--- src/hdl/cwfs_pkg.sv ---
// cwfs_pkg: shared types, codes and the axis clip function of the clipped
// window fill sequencer. Depends on nothing; the top level, front and back use it.
package cwfs_pkg;

    localparam int unsigned CFG_BITS   = 13;
    localparam int unsigned CFG_IDX_BITS = 2;
    localparam logic [CFG_IDX_BITS-1:0] REG_SCREEN_WIDTH  = 2'd0;
    localparam logic [CFG_IDX_BITS-1:0] REG_SCREEN_HEIGHT = 2'd1;
    localparam logic [CFG_BITS-1:0] SCREEN_WIDTH_RST  = 13'd480;
    localparam logic [CFG_BITS-1:0] SCREEN_HEIGHT_RST = 13'd320;

    localparam logic [7:0] CMD_COL_SET   = 8'h2A;
    localparam logic [7:0] CMD_ROW_SET   = 8'h2B;
    localparam logic [7:0] CMD_MEM_WRITE = 8'h2C;

    typedef enum logic {
        KIND_REQUEST = 1'b0,
        KIND_ADVANCE = 1'b1
    } kind_t;

    typedef enum logic [1:0] {
        ST_BEAT   = 2'd0,
        ST_REJECT = 2'd1,
        ST_IDLE   = 2'd2,
        ST_BUSY   = 2'd3
    } status_t;

    // Sequence phase: header beats in bus order, then the pixel phase.
    typedef enum logic [3:0] {
        PH_COL_CMD = 4'd0,
        PH_YLO_H   = 4'd1,
        PH_YLO_L   = 4'd2,
        PH_YHI_H   = 4'd3,
        PH_YHI_L   = 4'd4,
        PH_ROW_CMD = 4'd5,
        PH_XLO_H   = 4'd6,
        PH_XLO_L   = 4'd7,
        PH_XHI_H   = 4'd8,
        PH_XHI_L   = 4'd9,
        PH_MEM_CMD = 4'd10,
        PH_PIXEL   = 4'd11
    } phase_t;

    typedef struct packed {
        logic               kind;
        logic signed [15:0] x_start;
        logic signed [15:0] y_start;
        logic signed [15:0] x_end;
        logic signed [15:0] y_end;
        logic        [15:0] fill_color;
    } in_item_t;

    typedef struct packed {
        status_t    status;
        logic       is_command;
        logic [7:0] bus_byte;
        logic       last_beat;
    } out_item_t;

    typedef struct packed {
        logic        ok;
        logic [15:0] lo;
        logic [15:0] hi;
    } axis_t;

    // Classified word passed from front to back.
    typedef struct packed {
        kind_t       kind;
        logic        ok;
        logic [15:0] x_lo;
        logic [15:0] x_hi;
        logic [15:0] y_lo;
        logic [15:0] y_hi;
        logic [15:0] color;
    } cmd_t;

    // Order the two ends, reject a span wholly outside 0..lim, clamp the rest.
    function automatic axis_t clip_axis(input logic signed [15:0] a,
                                        input logic signed [15:0] b,
                                        input logic [16:0] lim);
        axis_t              r;
        logic signed [15:0] s_lo;
        logic signed [15:0] s_hi;
        logic signed [17:0] l;
        logic signed [17:0] h;
        logic signed [17:0] m;
        s_lo = (a < b) ? a : b;
        s_hi = (a < b) ? b : a;
        l = {{2{s_lo[15]}}, s_lo};
        h = {{2{s_hi[15]}}, s_hi};
        m = {1'b0, lim};
        r.ok = !(l > m) && !(h < 18'sd0);
        r.lo = (l < 18'sd0) ? 16'd0 : l[15:0];
        r.hi = (h > m) ? m[15:0] : h[15:0];
        return r;
    endfunction

endpackage

--- src/hdl/clipped_window_fill_sequencer.sv ---
// clipped_window_fill_sequencer: top level; classifier front, command queue,
// beat sequencer back and result queue. Depends on cwfs_pkg, cwfs_front,
// cwfs_queue and cwfs_back.
//
//  channel   | handshake            | payload
//  ----------+----------------------+-----------------------------------------
//  request   | push / full          | item   (kind, corners, fill_color)
//  result    | pop / empty          | result (status, is_command, bus_byte,
//            |                      |         last_beat)
//  config    | cfg_valid / cfg_ready| cfg_index, cfg_data (screen size)
//
// One word in and one word out per cycle when neither side stalls; the result
// of a word passes from the command queue, whose head the sequencer works
// straight off, into the result queue, from which the consumer pops it.
// Rate is set by the sequencer, which handles one word per cycle while the result queue has room.
// Reset (rst_n low) empties both queues, idles the sequencer and loads the
// screen size to 480 by 320. When pop is held off the result queue fills,
// the sequencer holds, the command queue fills and full rises.
module clipped_window_fill_sequencer #(
    parameter int unsigned COORD_BITS = 12
) (
    input  logic                               clk,
    input  logic                               rst_n,
    input  logic                               push,
    output logic                               full,
    input  cwfs_pkg::in_item_t                 item,
    output logic                               empty,
    input  logic                               pop,
    output cwfs_pkg::out_item_t                result,
    input  logic                               cfg_valid,
    output logic                               cfg_ready,
    input  logic [cwfs_pkg::CFG_IDX_BITS-1:0]  cfg_index,
    input  logic [cwfs_pkg::CFG_BITS-1:0]      cfg_data
);
    localparam int unsigned CmdBits = $bits(cwfs_pkg::cmd_t);
    localparam int unsigned OutBits = $bits(cwfs_pkg::out_item_t);

    cwfs_pkg::cmd_t      cmd_in, cmd_out;
    cwfs_pkg::out_item_t out_word;
    logic [CmdBits-1:0]  cmd_rdata;
    logic [OutBits-1:0]  out_rdata;
    logic                cmd_empty, cmd_pop;
    logic                out_full, out_push;

    // Classify the incoming word against the current screen size.
    cwfs_front #(.COORD_BITS(COORD_BITS)) u_front (
        .clk       (clk),
        .rst_n     (rst_n),
        .cfg_valid (cfg_valid),
        .cfg_ready (cfg_ready),
        .cfg_index (cfg_index),
        .cfg_data  (cfg_data),
        .item      (item),
        .cmd       (cmd_in)
    );

    // Decouple the front from the sequencer.
    cwfs_queue #(.WIDTH(CmdBits)) u_cmd_q (
        .clk   (clk),
        .rst_n (rst_n),
        .push  (push),
        .wdata (cmd_in),
        .full  (full),
        .pop   (cmd_pop),
        .rdata (cmd_rdata),
        .empty (cmd_empty)
    );

    assign cmd_out = cwfs_pkg::cmd_t'(cmd_rdata);

    // Advance the window state and build one result word per command word.
    cwfs_back #(.COORD_BITS(COORD_BITS)) u_back (
        .clk       (clk),
        .rst_n     (rst_n),
        .cmd       (cmd_out),
        .cmd_valid (!cmd_empty),
        .cmd_pop   (cmd_pop),
        .out_room  (!out_full),
        .out_push  (out_push),
        .out_word  (out_word)
    );

    // Hold finished words until the consumer pops them.
    cwfs_queue #(.WIDTH(OutBits)) u_out_q (
        .clk   (clk),
        .rst_n (rst_n),
        .push  (out_push),
        .wdata (out_word),
        .full  (out_full),
        .pop   (pop),
        .rdata (out_rdata),
        .empty (empty)
    );

    assign result = cwfs_pkg::out_item_t'(out_rdata);

endmodule

--- src/hdl/cwfs_queue.sv ---
// cwfs_queue: two-entry first-in first-out queue of words.
// Depends on nothing; used between front and back and on the result side.
module cwfs_queue #(
    parameter int unsigned WIDTH = 8
) (
    input  logic             clk,
    input  logic             rst_n,
    input  logic             push,
    input  logic [WIDTH-1:0] wdata,
    output logic             full,
    input  logic             pop,
    output logic [WIDTH-1:0] rdata,
    output logic             empty
);
    localparam int unsigned DEPTH = 2;

    logic [WIDTH-1:0] mem_reg [DEPTH];
    logic             wr_ptr_reg, wr_ptr_next;
    logic             rd_ptr_reg, rd_ptr_next;
    logic [1:0]       count_reg, count_next;
    logic             do_push, do_pop;

    assign full    = (count_reg == 2'(DEPTH));
    assign empty   = (count_reg == 2'd0);
    assign do_push = push && !full;
    assign do_pop  = pop && !empty;
    assign rdata   = mem_reg[rd_ptr_reg];

    always_comb
    begin
        wr_ptr_next = do_push ? ~wr_ptr_reg : wr_ptr_reg;
        rd_ptr_next = do_pop ? ~rd_ptr_reg : rd_ptr_reg;
        count_next  = count_reg + 2'(do_push) - 2'(do_pop);
    end

    always_ff @(posedge clk or negedge rst_n)
    begin
        if (!rst_n)
        begin
            wr_ptr_reg <= 1'b0;
            rd_ptr_reg <= 1'b0;
            count_reg  <= 2'd0;
        end
        else
        begin
            wr_ptr_reg <= wr_ptr_next;
            rd_ptr_reg <= rd_ptr_next;
            count_reg  <= count_next;
        end
    end

    always_ff @(posedge clk)
    begin
        if (do_push)
        begin
            mem_reg[wr_ptr_reg] <= wdata;
        end
    end

endmodule

--- src/hdl/cwfs_front.sv ---
// cwfs_front: screen size registers and request classification (order, clip,
// off-screen check). Depends on cwfs_pkg.
module cwfs_front #(
    parameter int unsigned COORD_BITS = 12
) (
    input  logic                                 clk,
    input  logic                                 rst_n,
    input  logic                                 cfg_valid,
    output logic                                 cfg_ready,
    input  logic [cwfs_pkg::CFG_IDX_BITS-1:0]    cfg_index,
    input  logic [cwfs_pkg::CFG_BITS-1:0]        cfg_data,
    input  cwfs_pkg::in_item_t                   item,
    output cwfs_pkg::cmd_t                       cmd
);
    localparam logic [16:0] CoordMax = 17'((32'd1 << COORD_BITS) - 32'd1);

    logic [cwfs_pkg::CFG_BITS-1:0] width_reg, height_reg;
    logic [16:0]                   x_lim, y_lim;
    logic [cwfs_pkg::CFG_BITS-1:0] x_m, y_m;
    cwfs_pkg::axis_t               ax, ay;

    assign cfg_ready = 1'b1;

    always_ff @(posedge clk or negedge rst_n)
    begin
        if (!rst_n)
        begin
            width_reg  <= cwfs_pkg::SCREEN_WIDTH_RST;
            height_reg <= cwfs_pkg::SCREEN_HEIGHT_RST;
        end
        else if (cfg_valid)
        begin
            case (cfg_index)
                cwfs_pkg::REG_SCREEN_WIDTH:  width_reg  <= cfg_data;
                cwfs_pkg::REG_SCREEN_HEIGHT: height_reg <= cfg_data;
                default: ;
            endcase
        end
    end

    // A size of zero acts as one; cap the limit at the largest coordinate.
    always_comb
    begin
        x_m   = (width_reg == '0) ? '0 : width_reg - 13'd1;
        y_m   = (height_reg == '0) ? '0 : height_reg - 13'd1;
        x_lim = ({4'd0, x_m} > CoordMax) ? CoordMax : {4'd0, x_m};
        y_lim = ({4'd0, y_m} > CoordMax) ? CoordMax : {4'd0, y_m};
        ax    = cwfs_pkg::clip_axis(item.x_start, item.x_end, x_lim);
        ay    = cwfs_pkg::clip_axis(item.y_start, item.y_end, y_lim);
    end

    always_comb
    begin
        cmd.kind  = cwfs_pkg::kind_t'(item.kind);
        cmd.ok    = ax.ok && ay.ok;
        cmd.x_lo  = ax.lo;
        cmd.x_hi  = ax.hi;
        cmd.y_lo  = ay.lo;
        cmd.y_hi  = ay.hi;
        cmd.color = item.fill_color;
    end

endmodule

--- src/hdl/cwfs_back.sv ---
// cwfs_back: window state and beat sequencer; turns classified words into
// result words. Depends on cwfs_pkg.
module cwfs_back #(
    parameter int unsigned COORD_BITS = 12
) (
    input  logic                 clk,
    input  logic                 rst_n,
    input  cwfs_pkg::cmd_t       cmd,
    input  logic                 cmd_valid,
    output logic                 cmd_pop,
    input  logic                 out_room,
    output logic                 out_push,
    output cwfs_pkg::out_item_t  out_word
);
    logic                   active_reg, active_next;
    cwfs_pkg::phase_t       phase_reg, phase_next;
    logic [COORD_BITS-1:0]  x_lo_reg, x_lo_next, x_hi_reg, x_hi_next;
    logic [COORD_BITS-1:0]  y_lo_reg, y_lo_next, y_hi_reg, y_hi_next;
    logic [COORD_BITS-1:0]  cols_reg, cols_next, rows_reg, rows_next;
    logic [15:0]            color_reg, color_next;
    logic                   low_reg, low_next;
    logic                   fire, is_req, take_req, step;
    logic [15:0]            x_lo16, x_hi16, y_lo16, y_hi16;

    assign fire     = cmd_valid && out_room;
    assign cmd_pop  = fire;
    assign out_push = fire;
    assign is_req   = (cmd.kind == cwfs_pkg::KIND_REQUEST);
    assign take_req = fire && is_req && !active_reg && cmd.ok;
    assign step     = fire && !is_req && active_reg;

    assign x_lo16 = 16'(x_lo_reg);
    assign x_hi16 = 16'(x_hi_reg);
    assign y_lo16 = 16'(y_lo_reg);
    assign y_hi16 = 16'(y_hi_reg);

    // Next phase.
    always_comb
    begin
        phase_next = phase_reg;
        if (take_req)
        begin
            phase_next = cwfs_pkg::PH_COL_CMD;
        end
        else if (step)
        begin
            case (phase_reg)
                cwfs_pkg::PH_PIXEL:
                begin
                    if (low_reg && cols_reg == '0 && rows_reg == '0)
                    begin
                        phase_next = cwfs_pkg::PH_COL_CMD;
                    end
                end
                default: phase_next = cwfs_pkg::phase_t'(phase_reg + 4'd1);
            endcase
        end
    end

    // Window and counters.
    always_comb
    begin
        active_next = active_reg;
        x_lo_next   = x_lo_reg;
        x_hi_next   = x_hi_reg;
        y_lo_next   = y_lo_reg;
        y_hi_next   = y_hi_reg;
        cols_next   = cols_reg;
        rows_next   = rows_reg;
        color_next  = color_reg;
        low_next    = low_reg;
        if (take_req)
        begin
            active_next = 1'b1;
            x_lo_next   = cmd.x_lo[COORD_BITS-1:0];
            x_hi_next   = cmd.x_hi[COORD_BITS-1:0];
            y_lo_next   = cmd.y_lo[COORD_BITS-1:0];
            y_hi_next   = cmd.y_hi[COORD_BITS-1:0];
            cols_next   = cmd.x_hi[COORD_BITS-1:0] - cmd.x_lo[COORD_BITS-1:0];
            rows_next   = cmd.y_hi[COORD_BITS-1:0] - cmd.y_lo[COORD_BITS-1:0];
            color_next  = cmd.color;
            low_next    = 1'b0;
        end
        else if (step && phase_reg == cwfs_pkg::PH_PIXEL)
        begin
            low_next = !low_reg;
            if (low_reg)
            begin
                if (cols_reg != '0)
                begin
                    cols_next = cols_reg - COORD_BITS'(1);
                end
                else if (rows_reg != '0)
                begin
                    rows_next = rows_reg - COORD_BITS'(1);
                    cols_next = x_hi_reg - x_lo_reg;
                end
                else
                begin
                    active_next = 1'b0;
                end
            end
        end
    end

    // Result word.
    always_comb
    begin
        out_word            = '0;
        out_word.status     = cwfs_pkg::ST_IDLE;
        if (is_req)
        begin
            if (active_reg)
            begin
                out_word.status = cwfs_pkg::ST_BUSY;
            end
            else if (!cmd.ok)
            begin
                out_word.status = cwfs_pkg::ST_REJECT;
            end
        end
        else if (active_reg)
        begin
            out_word.status = cwfs_pkg::ST_BEAT;
            case (phase_reg)
                cwfs_pkg::PH_COL_CMD:
                begin
                    out_word.is_command = 1'b1;
                    out_word.bus_byte   = cwfs_pkg::CMD_COL_SET;
                end
                cwfs_pkg::PH_YLO_H:   out_word.bus_byte = y_lo16[15:8];
                cwfs_pkg::PH_YLO_L:   out_word.bus_byte = y_lo16[7:0];
                cwfs_pkg::PH_YHI_H:   out_word.bus_byte = y_hi16[15:8];
                cwfs_pkg::PH_YHI_L:   out_word.bus_byte = y_hi16[7:0];
                cwfs_pkg::PH_ROW_CMD:
                begin
                    out_word.is_command = 1'b1;
                    out_word.bus_byte   = cwfs_pkg::CMD_ROW_SET;
                end
                cwfs_pkg::PH_XLO_H:   out_word.bus_byte = x_lo16[15:8];
                cwfs_pkg::PH_XLO_L:   out_word.bus_byte = x_lo16[7:0];
                cwfs_pkg::PH_XHI_H:   out_word.bus_byte = x_hi16[15:8];
                cwfs_pkg::PH_XHI_L:   out_word.bus_byte = x_hi16[7:0];
                cwfs_pkg::PH_MEM_CMD:
                begin
                    out_word.is_command = 1'b1;
                    out_word.bus_byte   = cwfs_pkg::CMD_MEM_WRITE;
                end
                default:
                begin
                    out_word.bus_byte  = low_reg ? color_reg[7:0] : color_reg[15:8];
                    out_word.last_beat = low_reg && cols_reg == '0 && rows_reg == '0;
                end
            endcase
        end
    end

    always_ff @(posedge clk or negedge rst_n)
    begin
        if (!rst_n)
        begin
            active_reg <= 1'b0;
            phase_reg  <= cwfs_pkg::PH_COL_CMD;
            low_reg    <= 1'b0;
        end
        else
        begin
            active_reg <= active_next;
            phase_reg  <= phase_next;
            low_reg    <= low_next;
        end
    end

    always_ff @(posedge clk)
    begin
        x_lo_reg  <= x_lo_next;
        x_hi_reg  <= x_hi_next;
        y_lo_reg  <= y_lo_next;
        y_hi_reg  <= y_hi_next;
        cols_reg  <= cols_next;
        rows_reg  <= rows_next;
        color_reg <= color_next;
    end

    a_last_ends: assert property (@(posedge clk) disable iff (!rst_n)
        (out_push && out_word.last_beat) |=> !active_reg)
        else $error("sequence still active after last beat");

    a_busy_only_active: assert property (@(posedge clk) disable iff (!rst_n)
        (out_push && out_word.status == cwfs_pkg::ST_BUSY) |-> active_reg)
        else $error("busy reported while idle");

    a_idle_phase: assert property (@(posedge clk) disable iff (!rst_n)
        !active_reg |-> (phase_reg == cwfs_pkg::PH_COL_CMD && !low_reg))
        else $error("sequencer idle with stale phase");

    a_pop_push: assert property (@(posedge clk) disable iff (!rst_n)
        cmd_pop |-> (out_push && cmd_valid))
        else $error("word dropped between queues");

endmodule
--- config.mk ---
export PLATFORM = sky130hd
export DESIGN_NAME = clipped_window_fill_sequencer
export DESIGN_NICKNAME = d
export VERILOG_FILES = /design/src/hdl/cwfs_pkg.sv /design/src/hdl/clipped_window_fill_sequencer.sv /design/src/hdl/cwfs_queue.sv /design/src/hdl/cwfs_front.sv /design/src/hdl/cwfs_back.sv
export SDC_FILE = /design/constraint.sdc
export NUM_CORES = 1
export LEC_CHECK = 0
export ABC_CLOCK_PERIOD_IN_PS = 8700
export CAP_MARGIN = 20
export CORE_ASPECT_RATIO = 0.8
export CORE_MARGIN = 4
export CORE_UTILIZATION = 35
export CTS_BUF_LIST = sky130_fd_sc_hd__clkbuf_16
export CTS_CLUSTER_SIZE = 28
export DETAILED_ROUTE_END_ITERATION = 7
export DONT_BUFFER_PORTS = 1
export PLACE_DENSITY = 0.51
export REMOVE_ABC_BUFFERS = 1
export SETUP_SLACK_MARGIN = 0.4
export SYNTH_ARGS = -nofsm -noshare
export SYNTH_HDL_FRONTEND = slang
export SYNTH_SLANG_ARGS = --single-unit
--- constraint.sdc ---
create_clock -name clk -period 8.7 [get_ports clk]
set_input_delay 0.435 -clock clk [delete_from_list [all_inputs] [get_ports clk]]
set_output_delay 0.435 -clock clk [all_outputs]
set_load 0.01 [all_outputs]
Word level (Yosys, flattened, before mapping):

Memory sizes are Yosys's and may differ from the RTL's.
Cells that the tools add are included.

* bitwise operators: 5
* reduce and logical (&&, ||, !) cells: 49
* divide/modulo/power cells: 0
* $mul: 0
* add/subtract/negate cells: 12
* $lt $le $gt $ge: 12
* shifts and indexed selects: 0
* muxes and demuxes: 46
* equal/unequal tests: 17

Operator list (count)
* $mux W12: 11
* $mux W16: 8
* $pmux W8 S11: 1
* $gt A16 B14 Y1: 4
* $lt A16 B1 Y1 const B: 4
* $mux W13: 4
* $sub A12 B12 Y12: 3
* $lt A16 B16 Y1: 2
* $gt A13 B12 Y1 const B: 2
* $logic_not A13 Y1: 2
* $sub A13 B1 Y13 const B: 2
* $logic_not A12 Y1: 2
* $reduce_bool A12 Y1: 2
* $sub A12 B1 Y12 const B: 2
* $eq A4 B3 Y1 const B: 4
* $eq A4 B4 Y1 const B: 4
* $logic_and A1 B1 Y1: 16
* $mux W4: 4
* $mux W1: 13
* $reduce_or A11 Y1: 1
* $logic_not A1 Y1: 10
* $mux W10: 1
* $eq A4 B2 Y1 const B: 2
* $mux W8: 1
* other kinds (18): 36

* output and inout bits: 15
* ROM bits: 0
* word-level logic and storage cells: 161
* RAM bits: 188
* input bits: 101
* latch bits: 0
* register bits: 128
* memories kept: 2

Memory list
* u_cmd_q.mem_reg: words 2, bits a word 82, rd ports 1, clocked after Yosys merged registers in 0, wr ports 1, line cwfs_queue.sv:17 `logic [WIDTH-1:0] mem_reg [DEPTH];`
* u_out_q.mem_reg: words 2, bits a word 12, rd ports 1, clocked after Yosys merged registers in 0, wr ports 1, line cwfs_queue.sv:17

Logic depth before layout (Yosys ltp):

* word-level depth: 8
* gate-level depth with buffers: 23
* gate-level depth less buffers: 19

Cells and area by module:

A second synthesis with hierarchy kept.

* cells, all modules: 1545
* area total of the unflattened synthesis: 18634.1 sq um

By module, submodules not included
* cwfs_queue at u_cmd_q: sequential area each 5024.8 sq um, cells each 273, instances 1, area an instance 6465.0 sq um
* cwfs_back: sequential area each 2792.7 sq um, cells each 582, instances 1, area an instance 5989.5 sq um
* cwfs_front: sequential area each 658.1 sq um, cells each 633, instances 1, area an instance 5071.1 sq um
* cwfs_queue at u_out_q: sequential area each 820.8 sq um, cells each 55, instances 1, area an instance 1101.1 sq um
* clipped_window_fill_sequencer: sequential area each 0.0 sq um, cells each 2, instances 1, area an instance 7.5 sq um

Worst setup path before layout:

OpenSTA, ideal clock, no wires.

* path kind: input to register
* start: input item[21] (netlist name)
* end: memory u_cmd_q.mem_reg[0][20] (netlist name), data pin
* buffers on the path: 3
* arrival: 4.298 ns
* stages on the path: 22
* required time: 8.438 ns
* setup time: 0.262 ns
* setup slack: 4.140 ns
* cells stage by stage: inv_1 -> ha_1 -> nand4_1 -> nor2_1 -> a211oi_1 -> o311ai_1 -> a21oi_1 -> a221oi_4 -> buf_6 -> buf_6 -> mux2i_1 -> inv_1 -> ha_1 -> a2111oi_0 -> nand2_1 -> o21ai_0 -> a31oi_1 -> nor3_1 -> nor2_1 -> mux2i_1 -> buf_6 -> mux2_4

RTL lines
* start: declaration: line clipped_window_fill_sequencer.sv:26 `input cwfs_pkg::in_item_t item,`
* end: declaration: line cwfs_queue.sv:17

==> impl_metrics.ini <==
[worst_setup_path]
critPathLaunchType = flop
arrival_ps = 4930
r2r_start = u_front.height_reg[3]
rrSetupSlack_ps = 4070
r2r-end = u_cmd_q.mem_reg[0][18]
reg2reg_depth = 16
critPathMaxFanout = 12
critical_path_required_ps = 9000
path_class = flop to flop
end_kind = flop

[timing]
finalSetupTns_ps = 0
setup_violations = 0
rsz0062_at_grt = false
tightest_slew_ps = 1030
max-slew-margin-rel = 0.310
fin_skew_ps = 16.0
setup_ws_ps = 4070
fmax_mhz = 216
drv_slew = 0
min_period_over_period = 0.532
fin_crit_ps = 4630
finalHoldViolCount = 0

[route]
avgViaCountPerCell = 5.11
drtIter0Drc = 553
first_pass_iters = 5
vias = 10900
drc = 0
wl_per_cell_um = 18.9
route.antenna.remaining_nets = 0
drt_wl_total_mm = 40.1

[grt]
grt.overflow.total = 0
grt_usage = 0.153
antenna_found_initial = 2
grt_pass1_wl_mm = 62.6
grt_pass1_vias = 10800
grt_max_degree = 57

[cts]
numCtsBuffers = 30
clk_pin_slew_ps = 60
cts_tree = built
h-tree-depth = 1
postCtsSetupBuffers = 0
cts.sinks = 284
clk_latency_ps = 560
cts_root_buf = clkbuf_16
cts_max_path_buffers = 3

[synthesis]
seq_area_frac_synth = 0.493
ys_seq_elements = 284
synth_top_area_frac = 0.433
synth_edf_count = 244
synth.area.top_cells = edfxtp_1 (43%), ha_1 (9.4%), mux2_2 (8.0%), mux2i_1 (5.1%), dfrtp_1 (5.0%)
synth_cell_types = 79
yosys.area.top_type = edfxtp_1
synth.avg_cell_area_um2 = 11.7
syn-instance-count = 1447
ys_warn_count = 0
async_flop_share = 0.141
synth-main-ff-cell = edfxtp_1
syn_area_mm2 = 0.0169

[finish]
drive_above_1_share = 0.146
area_growth_pct = 12.5
largest_register_ffs = 132
final_cell_mix = edfxtp_1 (244), inv_1 (127), ha_1 (127), mux2_2 (120), mux2i_1 (86)
final_common_cell = edfxtp_1
stdcell_area_mm2 = 0.0190
final_util = 0.402
fin_nets = 1710

[worst_hold_path]
min_to = u_front.height_reg[1]
min_from = cfg_data[1]
worst_hold_path_type = primary input to flop
hold_depth = 1

[run_status]
status = complete, no violations

[floorplanning]
dieWidth_um = 254
io_pins = 116
rows = 71
core_mm2 = 0.0473
die_area_mm2 = 0.0519
start_util = 0.357
die_h_um = 205

[place]
dpl_cell_area_mm2 = 0.0176
preCtsSetupSlack_ps = 3480
gp_congestion = 0.837
port_buffers = 0
place_hpwl_mm = 30.1

[pwr]
irDropWorstVdd_uv = 152
power_uw = 5700
p_leak_uw = 0.00758
cellPowerDensity_mw_per_mm2 = 300

[run]
maxCapViolations = 0
[power by group]
group          internal, uW  switching (uW)
combinational           910            1280
clock                   853             534
sequential             1920             198
total                  3690            2010
[per-layer routing]
layer / up-vias / track usage / wire length, um
li1: 5400 / - / -
met5: - / 0 / 0
met3: 33 / 0.0298 / 2120
met2: 223 / 0.230 / 17100
met1: 5207 / 0.233 / 20400
met4: 0 / 0.0227 / 509
[repair_timing]
action,4_1_cts,5_1_grt
resized for setup,0,0
endpoints found under the hold margin,93,0
hold buffers,30,0
[layout make-up]
| cell class | count | area, um^2 |
|---|---|---|
| timing repair buffer | 42 | 408 |
| clock buffer | 31 | 776 |
| sequential | 284 | 8340 |
| inverter | 124 | 465 |
| fill | 4562 | 28300 |
| tap | 620 | 776 |
| multi-input combinational | 997 | 7960 |
| clock inverter | 25 | 307 |
| antenna | 2 | 5.00 |
[kinds of logic after synthesis]
family | share of synthesized area
simple gates | 0.0988
flops | 0.493
compound gates | 0.0980
mux | 0.135
buf+inv | 0.0402
fa+ha+maj | 0.0987
xor+xnor | 0.0360
other cells | 0.000222
[through the flow]
| stage | cells | hold slack, ps |
|---|---|---|
| finish | 2125 | 32.7 |
| global route | 2125 | 2.08 |
| CTS | 2123 | 0.0628 |
| detailed placement | 2037 | 141 |
| global placement | 2037 | 141 |
| floorplan | 1405 | 139 |
[synthesized netlist by cell type (8+ instances only)]
cell and instances:
clkbuf_1 30, nand2_1 75, nand2b_1 10, mux2i_1 86
nor2_1 76, a211oi_1 9, inv_1 124, or3_1 10
xor2_1 30, ha_1 127, nor3_1 34, edfxtp_1 244
o21ai_0 67, o21a_1 11, dfrtp_1 34, or2_2 9
xnor2_1 37, a21oi_1 70, mux2_2 120, o211ai_1 9
a21o_1 22, nand3_1 21, nor2b_1 41, and3_1 8
nand4_1 10
[worst max-delay path, cell delays in order, from the launching register on]
cell and delay, ps:
dfrtp_1 420, or4_1 610, nor3_2 160, nand2_1 200, nor3_4 260, nand2_1 210
a21oi_1 360, ha_1 340, a2111oi_0 410, nand2_1 100, o21ai_0 170, a31oi_1 140
nor3_1 160, nor2_1 50, mux2i_1 130, buf_4 270, mux2_2 390
[worst max path at each step]
stage / startpoint / cells past startpoint / endpoint
floorplan: item[41] / 18 / u_cmd_q.mem_reg[0][48]
detailed placement: item[21] / 21 / u_cmd_q.mem_reg[1][18]
finish: u_front.height_reg[3] / 16 / u_cmd_q.mem_reg[0][18]
global route: item[21] / 21 / u_cmd_q.mem_reg[0][18]
global placement: item[21] / 21 / u_cmd_q.mem_reg[0][18]
CTS: item[21] / 21 / u_cmd_q.mem_reg[0][18]
(Power assumes the default switching activity.)
